$ cat src/rtl/core/wcmmr_pkg.sv
`timescale 1ns / 1ps

package wcmmr_pkg;

  // Sample format and element size.
  localparam int SAMPLE_BITS = 16;
  localparam int COLUMNS     = 256;

  // Column numbering: the index port carries the low eight bits, the status
  // record carries all nine bits of the count of complete columns in the element.
  localparam int COL_W   = 9;
  localparam int IDX_W   = 8;
  localparam int SPC_W   = 16;

  // Accumulator widths: a count of up to 65535 samples, each square below 2^31.
  localparam int CNT_W   = 17;
  localparam int MAG_W   = SAMPLE_BITS;
  localparam int SQ_W    = 2 * MAG_W;
  localparam int SUM_W   = 47;

  // Divide and square-root unit.
  localparam int QUO_W      = 32;
  localparam int ROOT_W     = 16;
  localparam int REM_W      = 17;
  localparam int ALU_W      = REM_W + 2;
  localparam int DIV_STEPS  = SUM_W;
  localparam int SQRT_STEPS = ROOT_W;
  localparam int STEP_W     = 6;

  // Stream word widths.
  localparam int IN_DATA_W  = 16;
  localparam int OUT_DATA_W = 72;

  localparam logic signed [SAMPLE_BITS-1:0] SMAX = {1'b0, {(SAMPLE_BITS-1){1'b1}}};
  localparam logic signed [SAMPLE_BITS-1:0] SMIN = {1'b1, {(SAMPLE_BITS-1){1'b0}}};

  // Input kind codes.
  localparam logic KIND_SAMPLE = 1'b0;
  localparam logic KIND_END    = 1'b1;

  typedef struct packed {
    logic busy;
    logic done;
  } unit_stat_t;

endpackage

$ cat src/rtl/core/wcmmr_root_unit.sv
`timescale 1ns / 1ps

// Restoring long division of the square sum by the sample count, followed by a
// digit-by-digit square root of the quotient. Both passes share one subtractor.
module wcmmr_root_unit (
  input  logic                              clk_i,
  input  logic                              rst_ni,
  input  logic                              start_i,
  input  logic [wcmmr_pkg::SUM_W-1:0]       dividend_i,
  input  logic [wcmmr_pkg::CNT_W-1:0]       divisor_i,
  output wcmmr_pkg::unit_stat_t             stat_o,
  output logic [wcmmr_pkg::ROOT_W-1:0]      root_o
);

  typedef enum logic [2:0] {
    U_IDLE = 3'b001,
    U_DIV  = 3'b010,
    U_SQRT = 3'b100
  } ustate_e;

  ustate_e                            state_q, state_d;
  logic [wcmmr_pkg::SUM_W-1:0]        dvd_q, dvd_d;
  logic [wcmmr_pkg::CNT_W-1:0]        dsr_q, dsr_d;
  logic [wcmmr_pkg::QUO_W-1:0]        qr_q, qr_d;
  logic [wcmmr_pkg::REM_W-1:0]        rem_q, rem_d;
  logic [wcmmr_pkg::ROOT_W-1:0]       root_q, root_d;
  logic [wcmmr_pkg::STEP_W-1:0]       cnt_q, cnt_d;
  logic                               done_q, done_d;

  logic [wcmmr_pkg::ALU_W-1:0]        alu_a, alu_b, alu_diff;
  logic                               alu_ge;
  logic [wcmmr_pkg::REM_W-1:0]        rem_next;

  // Shared subtractor: operands depend on which pass is running.
  always_comb begin
    unique case (state_q)
      U_DIV: begin
        alu_a = {1'b0, rem_q, dvd_q[wcmmr_pkg::SUM_W-1]};
        alu_b = {2'b00, dsr_q};
      end
      U_SQRT: begin
        alu_a = {rem_q, qr_q[wcmmr_pkg::QUO_W-1 -: 2]};
        alu_b = {1'b0, root_q, 2'b01};
      end
      default: begin
        alu_a = '0;
        alu_b = '0;
      end
    endcase
  end

  assign alu_ge   = (alu_a >= alu_b);
  assign alu_diff = alu_a - alu_b;
  assign rem_next = alu_ge ? alu_diff[wcmmr_pkg::REM_W-1:0] : alu_a[wcmmr_pkg::REM_W-1:0];

  always_comb begin
    state_d = state_q;
    dvd_d   = dvd_q;
    dsr_d   = dsr_q;
    qr_d    = qr_q;
    rem_d   = rem_q;
    root_d  = root_q;
    cnt_d   = cnt_q;
    done_d  = 1'b0;
    unique case (state_q)
      U_IDLE: begin
        if (start_i) begin
          dvd_d   = dividend_i;
          dsr_d   = divisor_i;
          qr_d    = '0;
          rem_d   = '0;
          cnt_d   = '0;
          state_d = U_DIV;
        end
      end
      U_DIV: begin
        dvd_d = {dvd_q[wcmmr_pkg::SUM_W-2:0], 1'b0};
        rem_d = rem_next;
        qr_d  = {qr_q[wcmmr_pkg::QUO_W-2:0], alu_ge};
        cnt_d = cnt_q + 1'b1;
        if (cnt_q == wcmmr_pkg::STEP_W'(wcmmr_pkg::DIV_STEPS - 1)) begin
          // Quotient is complete; it becomes the radicand.
          rem_d   = '0;
          root_d  = '0;
          cnt_d   = '0;
          state_d = U_SQRT;
        end
      end
      U_SQRT: begin
        qr_d   = {qr_q[wcmmr_pkg::QUO_W-3:0], 2'b00};
        rem_d  = rem_next;
        root_d = {root_q[wcmmr_pkg::ROOT_W-2:0], alu_ge};
        cnt_d  = cnt_q + 1'b1;
        if (cnt_q == wcmmr_pkg::STEP_W'(wcmmr_pkg::SQRT_STEPS - 1)) begin
          done_d  = 1'b1;
          state_d = U_IDLE;
        end
      end
      default: state_d = U_IDLE;
    endcase
  end

  always_ff @(posedge clk_i or negedge rst_ni) begin
    if (!rst_ni) begin
      state_q <= U_IDLE;
      cnt_q   <= '0;
      done_q  <= 1'b0;
    end else begin
      state_q <= state_d;
      cnt_q   <= cnt_d;
      done_q  <= done_d;
    end
  end

  always_ff @(posedge clk_i) begin
    dvd_q  <= dvd_d;
    dsr_q  <= dsr_d;
    qr_q   <= qr_d;
    rem_q  <= rem_d;
    root_q <= root_d;
  end

  assign stat_o.busy = (state_q != U_IDLE);
  assign stat_o.done = done_q;
  assign root_o      = root_q;

endmodule

$ cat src/rtl/core/waveform_column_min_max_rms_unit.sv
`timescale 1ns / 1ps

// Waveform column summariser. Audio samples arrive on the slave stream, one
// signed 16-bit sample per word, with tuser low; a word with tuser high marks
// the end of available data. Every samples_per_column samples make one display
// column, and a column word on the master stream carries its index within the
// element, its minimum, maximum and floor RMS; tlast flags the last column of
// an element of 256 columns. An end-of-data word drops the partial column and
// yields a status word (tuser high) with the count of complete columns in the element.
// A sample that does not close a column is squared and accumulated. A sample
// that closes one is squared and accumulated, then the square sum is divided
// bit-serially by the count and the square root of the quotient is taken, both
// on one shared subtractor; the root is then handed over and loaded into the
// output register. The result waits in that output register, so the next input
// word is taken while the receiver stalls; only a further result stalls until
// that register is free. Reset clears the accumulators, the column count and
// the output valid, and sets the column length to 256. The column length
// register is written with cfg_wr_en_i; the user must write it only while the
// block is idle, as the block itself does not enforce this.
module waveform_column_min_max_rms_unit (
  input  logic                                 clk_i,
  input  logic                                 rst_ni,
  input  logic                                 cfg_wr_en_i,
  input  logic [wcmmr_pkg::SPC_W-1:0]          cfg_wr_data_i,   // samples_per_column
  input  logic                                 s_axis_tvalid_i,
  output logic                                 s_axis_tready_o,
  input  logic [wcmmr_pkg::IN_DATA_W-1:0]      s_axis_tdata_i,  // [15:0] sample
  input  logic                                 s_axis_tuser_i,  // [0] kind
  output logic                                 m_axis_tvalid_o,
  input  logic                                 m_axis_tready_i,
  // [7:0] column_index, [23:8] col_min, [39:24] col_max, [55:40] col_rms,
  // [64:56] available_columns, [71:65] zero
  output logic [wcmmr_pkg::OUT_DATA_W-1:0]     m_axis_tdata_o,
  output logic                                 m_axis_tuser_o,  // [0] is_status
  output logic                                 m_axis_tlast_o   // element_full
);

  typedef enum logic [4:0] {
    S_IDLE = 5'b00001,
    S_SQR  = 5'b00010,
    S_ACC  = 5'b00100,
    S_CALC = 5'b01000,
    S_EMIT = 5'b10000
  } state_e;

  state_e                                  state_q, state_d;
  logic [wcmmr_pkg::SPC_W-1:0]             spc_q;
  logic signed [wcmmr_pkg::SAMPLE_BITS-1:0] sample_q, sample_d;
  logic                                    is_stat_q, is_stat_d;
  logic [wcmmr_pkg::SQ_W-1:0]              sq_q, sq_d;
  logic signed [wcmmr_pkg::SAMPLE_BITS-1:0] min_q, min_d, max_q, max_d;
  logic [wcmmr_pkg::SUM_W-1:0]             sum_q, sum_d;
  logic [wcmmr_pkg::CNT_W-1:0]             cnt_q, cnt_d;
  logic [wcmmr_pkg::COL_W-1:0]             col_q, col_d;

  logic                                    out_valid_q, out_valid_d;
  logic [wcmmr_pkg::OUT_DATA_W-1:0]        out_data_q, out_data_d;
  logic                                    out_user_q, out_user_d;
  logic                                    out_last_q, out_last_d;

  logic [wcmmr_pkg::MAG_W-1:0]             mag;
  logic [wcmmr_pkg::CNT_W-1:0]             spc_eff;
  logic                                    col_done;
  logic                                    elem_full;
  logic                                    in_fire;
  logic                                    slot_free;
  logic                                    unit_start;
  wcmmr_pkg::unit_stat_t                   unit_stat;
  logic [wcmmr_pkg::ROOT_W-1:0]            root;

  assign s_axis_tready_o = (state_q == S_IDLE);
  assign in_fire         = s_axis_tvalid_i && s_axis_tready_o;
  assign slot_free       = !out_valid_q || m_axis_tready_i;

  // Magnitude of the held sample; the most negative value maps to 2^15.
  assign mag = sample_q[wcmmr_pkg::SAMPLE_BITS-1] ?
               wcmmr_pkg::MAG_W'(~sample_q + 1'b1) : wcmmr_pkg::MAG_W'(sample_q);

  // A zero column length behaves as one.
  assign spc_eff   = (spc_q == '0) ? wcmmr_pkg::CNT_W'(1) : {1'b0, spc_q};
  assign col_done  = (cnt_q >= spc_eff);
  assign elem_full = (col_q >= wcmmr_pkg::COL_W'(wcmmr_pkg::COLUMNS - 1));

  always_comb begin
    state_d     = state_q;
    sample_d    = sample_q;
    is_stat_d   = is_stat_q;
    sq_d        = sq_q;
    min_d       = min_q;
    max_d       = max_q;
    sum_d       = sum_q;
    cnt_d       = cnt_q;
    col_d       = col_q;
    unit_start  = 1'b0;
    out_valid_d = out_valid_q && !m_axis_tready_i;
    out_data_d  = out_data_q;
    out_user_d  = out_user_q;
    out_last_d  = out_last_q;

    unique case (state_q)
      S_IDLE: begin
        if (in_fire) begin
          sample_d  = s_axis_tdata_i[wcmmr_pkg::SAMPLE_BITS-1:0];
          is_stat_d = (s_axis_tuser_i == wcmmr_pkg::KIND_END);
          state_d   = (s_axis_tuser_i == wcmmr_pkg::KIND_END) ? S_EMIT : S_SQR;
        end
      end
      S_SQR: begin
        sq_d = mag * mag;
        if (sample_q < min_q) begin
          min_d = sample_q;
        end
        if (sample_q > max_q) begin
          max_d = sample_q;
        end
        cnt_d   = cnt_q + 1'b1;
        state_d = S_ACC;
      end
      S_ACC: begin
        sum_d = sum_q + wcmmr_pkg::SUM_W'(sq_q);
        if (col_done) begin
          unit_start = 1'b1;
          state_d    = S_CALC;
        end else begin
          state_d = S_IDLE;
        end
      end
      S_CALC: begin
        if (unit_stat.done) begin
          state_d = S_EMIT;
        end
      end
      S_EMIT: begin
        if (slot_free) begin
          out_valid_d = 1'b1;
          out_user_d  = is_stat_q;
          if (is_stat_q) begin
            out_data_d = '0;
            out_data_d[64:56] = col_q;
            out_last_d = 1'b0;
            col_d      = '0;
          end else begin
            out_data_d = '0;
            out_data_d[7:0]   = col_q[wcmmr_pkg::IDX_W-1:0];
            out_data_d[23:8]  = min_q;
            out_data_d[39:24] = max_q;
            out_data_d[55:40] = root;
            out_last_d = elem_full;
            col_d      = elem_full ? '0 : col_q + 1'b1;
          end
          // Start a fresh column.
          min_d   = wcmmr_pkg::SMAX;
          max_d   = wcmmr_pkg::SMIN;
          sum_d   = '0;
          cnt_d   = '0;
          state_d = S_IDLE;
        end
      end
      default: state_d = S_IDLE;
    endcase
  end

  wcmmr_root_unit u_root (
    .clk_i      (clk_i),
    .rst_ni     (rst_ni),
    .start_i    (unit_start),
    .dividend_i (sum_d),
    .divisor_i  (cnt_q),
    .stat_o     (unit_stat),
    .root_o     (root)
  );

  always_ff @(posedge clk_i or negedge rst_ni) begin
    if (!rst_ni) begin
      state_q     <= S_IDLE;
      spc_q       <= wcmmr_pkg::SPC_W'(256);
      min_q       <= wcmmr_pkg::SMAX;
      max_q       <= wcmmr_pkg::SMIN;
      sum_q       <= '0;
      cnt_q       <= '0;
      col_q       <= '0;
      out_valid_q <= 1'b0;
    end else begin
      state_q     <= state_d;
      if (cfg_wr_en_i) begin
        spc_q <= cfg_wr_data_i;
      end
      min_q       <= min_d;
      max_q       <= max_d;
      sum_q       <= sum_d;
      cnt_q       <= cnt_d;
      col_q       <= col_d;
      out_valid_q <= out_valid_d;
    end
  end

  always_ff @(posedge clk_i) begin
    sample_q   <= sample_d;
    is_stat_q  <= is_stat_d;
    sq_q       <= sq_d;
    out_data_q <= out_data_d;
    out_user_q <= out_user_d;
    out_last_q <= out_last_d;
  end

  assign m_axis_tvalid_o = out_valid_q;
  assign m_axis_tdata_o  = out_data_q;
  assign m_axis_tuser_o  = out_user_q;
  assign m_axis_tlast_o  = out_last_q;

  // The root unit only finishes while the sequencer is waiting for it.
  assert property (@(posedge clk_i) disable iff (!rst_ni)
    unit_stat.done |-> (state_q == S_CALC))
    else $error("root unit finished outside the calculation state");

  // No new word is taken while the shared unit is still working.
  assert property (@(posedge clk_i) disable iff (!rst_ni)
    s_axis_tready_o |-> !unit_stat.busy)
    else $error("input ready while the root unit is busy");

  // A status word carries only the column count; a column word carries none.
  assert property (@(posedge clk_i) disable iff (!rst_ni)
    m_axis_tvalid_o |-> (m_axis_tuser_o ? (m_axis_tdata_o[55:0] == '0 && !m_axis_tlast_o)
                                        : (m_axis_tdata_o[64:56] == '0)))
    else $error("output word has fields set that its kind does not use");

endmodule
$ cat config.mk
export PLATFORM = sky130hd
export DESIGN_NAME = waveform_column_min_max_rms_unit
export DESIGN_NICKNAME = d
export VERILOG_FILES = /design/src/rtl/core/wcmmr_pkg.sv /design/src/rtl/core/wcmmr_root_unit.sv /design/src/rtl/core/waveform_column_min_max_rms_unit.sv
export SDC_FILE = /design/constraint.sdc
export NUM_CORES = 1
export LEC_CHECK = 0
export BUFFER_PORTS_ARGS = -buffer_cell sky130_fd_sc_hd__buf_2
export CELL_PAD_IN_SITES_DETAIL_PLACEMENT = 2
export CELL_PAD_IN_SITES_GLOBAL_PLACEMENT = 2
export CORE_ASPECT_RATIO = 0.7
export CORE_MARGIN = 2
export CORE_UTILIZATION = 30
export DETAILED_ROUTE_END_ITERATION = 8
export PLACE_DENSITY = 0.73
export RECOVER_POWER = 100
export SLEW_MARGIN = 20
export SYNTH_ARGS = -nofsm -noshare
export SYNTH_HDL_FRONTEND = slang
export SYNTH_HIERARCHICAL = 1
export SYNTH_SLANG_ARGS = --single-unit
$ cat constraint.sdc
create_clock -name clk_i -period 7.9 [get_ports clk_i]
set_input_delay 1.58 -clock clk_i [delete_from_list [all_inputs] [get_ports clk_i]]
set_output_delay 1.58 -clock clk_i [all_outputs]
set_load 0.02 [all_outputs]
# Word-level counts from Yosys, hierarchy flattened
# Index checks and enable logic that the tools add are counted.
word_totals:
  out_inout_bits: 76
  regBits: 389
  input_bits: 38
  wordCells: 121
op_classes:
  mul: 1
  n_reduce_logical: 21
  add_sub_neg: 6
  eq_ne: 18
  n_bitwise: 1
  mux: 45
  n_lt_le_gt_ge: 5
ops:
  columns: ["operator", "count"]
  rows:
  - ["one-hot mux 47 bit (2 select lines)", 2]
  - ["two-way mux 16 bit", 7]
  - ["one-hot mux 16 bit (2 select lines)", 3]
  - ["one-hot mux 32 bit (3 select lines)", 1]
  - ["two-way mux 47 bit", 2]
  - ["two-way mux 17 bit", 4]
  - ["one-hot mux 17 bit (3 select lines)", 1]
  - ["adder 47 x 32 -> 47 bit", 1]
  - ["one-hot mux 19 bit (2 select lines)", 1]
  - ["one-hot mux 18 bit (2 select lines)", 1]
  - ["one-hot mux 17 bit (2 select lines)", 1]
  - ["multiplier 16 x 16 -> 32 bit", 1]
  - ["two-way mux 32 bit", 1]
  - ["one-hot mux 5 bit (5 select lines)", 1]
  - ["two-way mux 5 bit", 4]
  - ["greater-or-equal comparator 19 x 18 -> 1 bit", 1]
  - ["two-way mux 9 bit", 2]
  - ["one-hot mux 6 bit (3 select lines)", 1]
  - ["adder 17 x 1 -> 17 bit (second input constant)", 1]
  - ["greater-or-equal comparator 17 x 16 -> 1 bit", 1]
  - ["subtractor 17 bit", 1]
  - ["adder 16 x 1 -> 16 bit (second input constant)", 1]
  - ["greater-than comparator 16 bit", 1]
  - ["logical NOT 16 bit", 1]
  - ["other kinds (29)", 56]

# Depth between registers and ports, before layout
# Gate-level depths: netlist of the first run.
logic_depth:
  ltp_word: 7
  ltp_mapped: 32
  mapped_depth_nobuf: 30

# Modules after synthesis
# Netlist of the first run, hierarchy kept.
by_module_without_submodules:
  columns: ["module", "area_per_inst_um2", "n_inst", "cells_per_inst"]
  rows:
  - ["waveform_column_min_max_rms_unit", 19562.5, 1, 2007]
  - ["wcmmr_root_unit", 6831.6, 1, 602]

# Worst setup path after synthesis of the first run
# No wires, ideal clock.
synth_timing:
  kind: "flip-flop to flip-flop"
  from: "reg sample_q[0] (netlist bit)"
  to: "reg sq_q[31] (netlist bit) (data pin)"
  slack_ns: -0.078
  required_ns: 7.636
  stages_incl_launch_ff: 29
  arrival_ns: 7.714
  setup_ns: 0.264
  synth_period_minus_slack_ns: 7.978
  cell_sequence: "edfxtp_1 > clkbuf_1 > clkinv_1 > clkbuf_1 > ha_1 > nand2_1 > o41ai_1 > xor2_1 > clkinv_1 > nand2_1 > fa_1 > fa_1 > inv_1 > fa_1 > fa_1 > fa_1 > inv_1 > fa_1 > inv_1 > ha_1 > a21o_1 > a221oi_2 > o21ai_1 > a31o_2 > a221oi_2 > nor3_1 > o31a_1 > o41ai_2 > xnor2_1"
synth_via:
  elab_chain_len: 4
synth_rtl:
  columns: ["element", "line", "rtl"]
  rows:
  - ["start: declaration", "waveform_column_min_max_rms_unit.sv:48", "logic signed [wcmmr_pkg::SAMPLE_BITS-1:0] sample_q, sample_d;"]
  - ["start signal: assignment", "waveform_column_min_max_rms_unit.sv:198", "sample_q <= sample_d;"]
  - ["NOT 16 bit", "waveform_column_min_max_rms_unit.sv:77", "wcmmr_pkg::MAG_W'(~sample_q + 1'b1) : wcmmr_pkg::MAG_W'(sample_q);"]
  - ["adder 16 x 1 -> 16 bit", "waveform_column_min_max_rms_unit.sv:77", null]
  - ["two-way mux 16 bit (*)", "waveform_column_min_max_rms_unit.sv:76", "assign mag = sample_q[wcmmr_pkg::SAMPLE_BITS-1] ?"]
  - ["multiplier 16 x 16 -> 32 bit (*)", "waveform_column_min_max_rms_unit.sv:109", "sq_d = mag * mag;"]
  - ["end signal: assignment", "waveform_column_min_max_rms_unit.sv:200", "sq_q <= sq_d;"]
  - ["end: declaration", "waveform_column_min_max_rms_unit.sv:50", "logic [wcmmr_pkg::SQ_W-1:0] sq_q, sq_d;"]
# Mark *: on every way between the ends. The rest lies on a longest branch, timed or not.
# A chain may end at the register's enable or synchronous reset.

# Worst setup path in the final report of the first run
layout_timing:
  from: "reg sample_q[8] (netlist bit)"
  to: "reg sq_q[31] (netlist bit) (data pin)"
# The elaborated chain is that of the path after synthesis.

==> results.json, run 1 <==
{
  "status": "complete, but fails checks",
  "violations": "max-capacitance violations, max-slew violations",
  "cts.sinks": 381,
  "maxSlewHeadroom_pct": -215.0,
  "stdcell_count": 3949,
  "path_clk_slew_ns": 0.06,
  "first_pass_iters": 7,
  "initial_utilization_pct": 30.44,
  "via_per_inst": 5.025,
  "areaGrowthSynthToFinish_pct": 14.46,
  "synth_cells": 2609,
  "ys_types": 82,
  "ys_seq_area_share_pct": 40.84,
  "antenna_found_initial": 3,
  "yosys-top-cells-area": "edfxtp_1, fa_1, dfrtp_1",
  "cts_hold_buf": 0,
  "fp-row-count": 90,
  "place_area_um2": 28570,
  "synth-xor-area-share_pct": 3.679,
  "cp_data_required_time_ns": 8.25,
  "io_buffer_count": 106,
  "synth_most_common_cell": "nand2_1",
  "fin_worst_skew_ns": 0.03039,
  "worst-path-buf-inv": 4,
  "vias": 19843,
  "numCtsBuffers": 45,
  "criticalPathCategory": "reg2reg",
  "synth_compound_area_share_pct": 12.11,
  "track_usage_pct": 18.33,
  "wl_per_cell_um": 20.94,
  "finalSetupViolations": 0,
  "grt_pass1_wl_mm": 130.3,
  "hold_path.class": "reg2reg",
  "finalWeightedCongestion": 0.8399,
  "hold_violations": 0,
  "synthArstFlopShare_pct": 35.96,
  "placed_cells": 3849,
  "cp_max_fo": 7,
  "arrival_ns": 8.11,
  "fmax_mhz": 129.0,
  "min_from": "u_root/dvd_q[37]",
  "synth_commonest_cells": "nand2_1, inv_1, edfxtp_1",
  "ios": 114,
  "startpoint": "sample_q[8]",
  "clock_path_buffers": 3,
  "ant_nets": 0,
  "dieArea_um2": 90410,
  "synthesis.area_um2": 26390,
  "synth_edf_count": 244,
  "drc": 0,
  "crit_top_cell": "fa_1",
  "cts_root_buf": "clkbuf_16",
  "postSynthRegisterBits": 381,
  "rsz0062_at_grt": "yes",
  "drive_above_1_share_pct": 10.08,
  "htree_levels": 2,
  "cap_violations": 11,
  "critPathTopFamily": "adder cells",
  "synthAdderAreaFrac_pct": 22.02,
  "globalRouteOverflowTotal": 0,
  "synth_top_family_by_area": "adder cells",
  "synth_mux_area_share_pct": 0.7111,
  "reg2reg_from": "sample_q[8]",
  "finalWirelength_mm": 82.69,
  "nets": 3165,
  "cts_tree": "done",
  "die_height_um": 252.2,
  "antenna_cells": 0,
  "tightest_slew_ns": 4.725,
  "yosys.area.top_type_share_pct": 27.76,
  "period_share_pct": 98.16,
  "synth-main-ff-cell": "edfxtp_1",
  "die-width_um": 358.5,
  "final_cell_area_um2": 30210,
  "synth_area_per_cell_um2": 10.12,
  "grt_start_max_net_pins": 74,
  "yosys.area_share.simple_pct": 14.23,
  "cpPeakStageDelay_ns": 0.67,
  "drtIter0Drc": 873,
  "fin_crit_ns": 7.755,
  "dp_hpwl_mm": 62.86,
  "synth_warnings": 6,
  "crit_path_start_kind": "flip-flop",
  "insertion_delay_ns": 0.61,
  "core_area_um2": 86710,
  "finalMaxSlewViolations": 534,
  "path_cells": "or4_4 > or4_4 > or4b_4 > nor2_8 > inv_1 > fa_1 > inv_1 > ha_1 > fa_1 > inv_1 > fa_1 > fa_1 > inv_1 > fa_1 > ha_4 > a21o_1 > a21o_1 > a21o_1 > a221oi_4 > nor3_2 > o31a_1 > o41ai_2 > xnor2_1",
  "grt_pass1_vias": 22564,
  "cp_slowest_cell": "or4b_4",
  "yosys.area.top_type": "edfxtp_1",
  "critPathCaptureType": "flip-flop"
}
sequential cells by signal, indices dropped and copies added, names as in the netlist, 17 cells and up:
signal,count
u_root/dvd_q,47
cnt_q,17
m_axis_tdata_o,65
sum_q,47
sq_q,31
u_root/dsr_q,17
u_root/rem_q,17
u_root/qr_q,32
cell families after synthesis:
| family | after synthesis |
|---|---|
| adders and majority gates | 365 |
| buffers and inverters | 430 |
| and+or+nand+nor | 822 |
| other | 2 |
| xor gates and xnor gates | 110 |
| AOI/OAI and AO/OA | 481 |
| muxes | 18 |
| DFF | 381 |
timing repair:
action / CTS / global route
setup buffers: 1 / 15
pin swaps: 2 / 39
resized for setup: 3 / 68
endpoints found under the setup margin: 2 / 9
routing by layer:
metal,wire (µm),GRT usage [%],up-vias
met4,1745,4.012,4
li1,-,-,9143
met5,29,0,-
met3,3192,3.516,103
met1,39680,25.68,10288
met2,38040,29.33,305
final timing paths:
kind / end / slack, ns / depth (start not counted)
worst max-delay path: sq_q[31] / 0.15 / 23
worst min-delay path: u_root/dvd_q[38] / 0.50 / 2
worst max register to register: sq_q[31] / 0.15 / 23
worst min register to register: u_root/dvd_q[38] / 0.50 / 2
max in group asynchronous: cnt_q[11] / 1.60 / 2
min in group asynchronous: sum_q[16] / 2.67 / 1
worst reg2reg max path, cell delays in order, from the launching register on:
cell      delay, ns
edfxtp_1       0.38
or4_4          0.60
or4_4          0.49
or4b_4         0.67
nor2_8         0.14
inv_1          0.06
fa_1           0.56
inv_1          0.06
ha_1           0.31
fa_1           0.53
inv_1          0.08
fa_1           0.53
fa_1           0.56
inv_1          0.05
fa_1           0.49
ha_4           0.29
a21o_1         0.19
a21o_1         0.16
a21o_1         0.20
a221oi_4       0.32
nor3_2         0.09
o31a_1         0.31
o41ai_2        0.32
xnor2_1        0.11
stage by stage:
stage | hold WS (ns) | util (%) | TNS, ns | worst slack (ns)
3_5_place_dp | 0.4942 | 32.95 | -0.05192 | -0.05192
2_1_floorplan | 0.4244 | - | 0 | 0.0005729
3_3_place_gp | 0.4849 | 32.95 | 0 | 0.1274
4_1_cts | 0.5040 | 34.61 | 0 | 0.008387
5_1_grt | 0.5286 | 34.84 | -0.09578 | -0.09578
6_report | 0.4977 | 34.84 | 0 | 0.1455
area by class of cell:
class,instances,area (µm²)
timing repair buffer,194,1075
fill,9471,56500
clock buffer,62,1230
inverter,326,1232
multi-input combinational,1814,14270
sequential,381,10780
clock inverter,22,186.4
tap,1150,1439
placed cells by master, fill, tap and decap left out, types with 12 or more instances in the layout:
cell type / n
nor2_1: 199
inv_1: 308
fa_1: 158
dfstp_2: 19
clkbuf_16: 45
mux2i_1: 15
nand3_1: 64
o31ai_1: 13
xnor2_1: 51
buf_2: 32
a211oi_1: 18
a21o_1: 54
and2_1: 12
ha_1: 192
clkbuf_1: 94
o21a_1: 20
nor3_1: 30
dfrtp_1: 118
buf_4: 77
nand2b_1: 16
nor4_1: 20
a21oi_1: 122
edfxtp_1: 244
a22o_1: 59
and3_1: 34
nand2_1: 322
conb_1: 18
nor2b_1: 38
xor2_1: 53
nand4_1: 21
o21ai_0: 96
o22ai_1: 19
Power of run 1 is left out: the tool's default activity adds up to more than one toggle a clock period on the data nets, which glitch-free logic cannot reach.
==> inputs of run 2 (changes only) <==
--- a/config.mk
+++ b/config.mk
@@ -10,9 +10,9 @@
 export CELL_PAD_IN_SITES_GLOBAL_PLACEMENT = 2
 export CORE_ASPECT_RATIO = 0.7
 export CORE_MARGIN = 2
-export CORE_UTILIZATION = 30
+export CORE_UTILIZATION = 38
 export DETAILED_ROUTE_END_ITERATION = 8
-export PLACE_DENSITY = 0.73
+export PLACE_DENSITY = 0.87
 export RECOVER_POWER = 100
 export SLEW_MARGIN = 20
 export SYNTH_ARGS = -nofsm -noshare
==> constraint.sdc (replaced) <==
create_clock -name clk_i -period 7.9 [get_ports clk_i]
set_input_delay 1.185 -clock clk_i [delete_from_list [all_inputs] [get_ports clk_i]]
set_output_delay 1.185 -clock clk_i [all_outputs]
set_load 0.02 [all_outputs]
==> run 2 against run 1 <==
Against the previous run: flip-flop and latch count stayed put; wire length rose by 24%; count of clock-buffer cells in the layout is 3 higher; die area fell by 21%; core utilization rose by 9.0 points; cell count fell by 6.2%; the flow finishes with violations (max-capacitance violations, max-slew violations, negative setup slack); global-route usage rose by 10 points.
==> results.json, run 2 (same netlist as run 1, synthesis figures left out) <==
{
  "status": "complete, but fails checks",
  "violations": "max-capacitance violations, max-slew violations, negative setup slack",
  "cp_slowest_cell": "fa_1",
  "grt_pass1_wl_mm": 156.0,
  "core_area_um2": 68470,
  "areaGrowthSynthToFinish_pct": 13.61,
  "cts_tree": "done",
  "drc": 0,
  "gr-usage-met1_pct": 35.25,
  "fmax_mhz": 124.4,
  "path_cells": "or4_4 > or4_4 > or4b_4 > buf_12 > nor2_8 > inv_2 > fa_2 > fa_1 > fa_1 > fa_1 > fa_1 > inv_1 > fa_1 > ha_4 > a21o_1 > a21o_1 > a21o_1 > a221oi_4 > nor3_2 > o31a_1 > o41ai_2 > xnor2_1",
  "io_buffer_count": 106,
  "initial_utilization_pct": 38.55,
  "final_common_cell": "nand2_1",
  "fin_worst_skew_ns": 0.03734,
  "hold_violations": 0,
  "globalRouteOverflowTotal": 0,
  "finalSetupViolations": 3,
  "fillCellCount": 7234,
  "cp_max_fo": 4,
  "grt_start_max_net_pins": 82,
  "setup_ws_ns": -0.1396,
  "ios": 114,
  "crit_top_cell": "fa_1",
  "numCtsBuffers": 43,
  "cts.sinks": 381,
  "cts_root_buf": "clkbuf_16",
  "finalWeightedCongestion": 0.8669,
  "drtIter0Drc": 1739,
  "grt_pass1_vias": 24699,
  "grt.busiest_layer": "met2",
  "die_height_um": 224.5,
  "final_cell_area_um2": 29990,
  "track_usage_pct": 28.29,
  "fin_crit_ns": 8.040,
  "antenna_found_initial": 0,
  "path_clk_slew_ns": 0.07,
  "hold_path.class": "reg2reg",
  "clock_path_buffers": 3,
  "tightest_slew_ns": 5.548,
  "place_area_um2": 28240,
  "finalMaxSlewViolations": 534,
  "arrival_ns": 8.37,
  "cp_data_required_time_ns": 8.23,
  "finalWirelength_mm": 102.7,
  "maxSlewHeadroom_pct": -269.9,
  "drive_above_1_share_pct": 10.82,
  "ant_nets": 0,
  "use_met3_pct": 4.448,
  "nets": 3168,
  "largest_register_ffs": 65,
  "rsz0062_at_grt": "yes",
  "wl_per_cell_um": 27.73,
  "cpPeakStageDelay_ns": 0.62,
  "cap_violations": 11,
  "period_share_pct": 101.8,
  "crit_path_start_kind": "flip-flop",
  "cts_hold_buf": 0,
  "vias": 21668,
  "postLayoutCoreUtil_pct": 43.80,
  "layout_common_cells": "nand2_1, inv_1, edfxtp_1",
  "insertion_delay_ns": 0.61,
  "critPathCaptureType": "flip-flop",
  "fp-row-count": 80,
  "first_pass_iters": 5,
  "via_per_inst": 5.851,
  "criticalPathCategory": "reg2reg",
  "grt_use_met2_pct": 49.39,
  "dp_hpwl_mm": 68.41,
  "dieArea_um2": 71620,
  "die-width_um": 319,
  "htree_levels": 2
}
run 2: cell types whose count changed in the layout (fill, tap and decap cells not counted), sizes merged:
cell,previous run,this run
buf,111,115
clkbuf,145,149
clkinv,22,17
bufinv,2,0
diode,0,1
run 2: worst paths after layout:
kind | startpoint | to | slack, ns | cells past startpoint
min in group asynchronous | rst_ni | sum_q[17] | 2.61 | 1
worst max register to register | sample_q[7] | sq_q[31] | -0.14 | 22
worst min-delay path | u_root/dvd_q[41] | u_root/dvd_q[42] | 0.52 | 2
worst min register to register | u_root/dvd_q[41] | u_root/dvd_q[42] | 0.52 | 2
worst max-delay path | sample_q[7] | sq_q[31] | -0.14 | 22
max in group asynchronous | rst_ni | spc_q[4] | 1.56 | 2
run 2: layout make-up:
cell class	instances	area [µm²]	area share [%]
well taps	902	1129	3.764
clock inverters	15	118.9	0.3964
clock buffers	65	1189	3.964
repair buffers	199	1142	3.810
inverters	326	1229	4.098
multi-input cells	1814	14400	48.01
diodes	1	2.502	0.008346
flip-flops and latches	381	10780	35.95
run 2: critical path: cells and delay by family (launching register included):
kind | cells | cell delay [ns]
flops | 1 | 0.39
fa+ha+maj | 7 | 3.40
simple gates | 5 | 1.93
xor+xnor | 1 | 0.17
compound gates | 6 | 1.57
buf+inv | 3 | 0.30
run 2: what timing repair did:
item                                    CTS  global route
pin swaps                                49            45
buffers inserted                         20             7
gates resized for setup                  51            47
endpoints found under the setup margin    8            11
run 2: metal layers:
layer  routed length, µm  up-vias  share of wire [%]
met5                   0        -                  0
li1                    -     9170                  -
met3                5547      301                5.4
met1               42150    11351                 41
met4                4473        0                4.4
met2               50510      846                 49
run 2: through the flow:
step                hold slack, ns  setup WS [ns]  setup TNS, ns  instances
floorplan                   0.4244      0.0005729              0       2625
global placement            0.4827        0.04295              0       3596
detailed placement          0.4923        -0.3145         -1.023       3596
CTS                         0.5183       0.001391              0       3696
global route                0.5399        -0.2740         -2.986       3702
finish                      0.5161        -0.1396        -0.1634       3703
Power of run 2 is left out for the same reason.
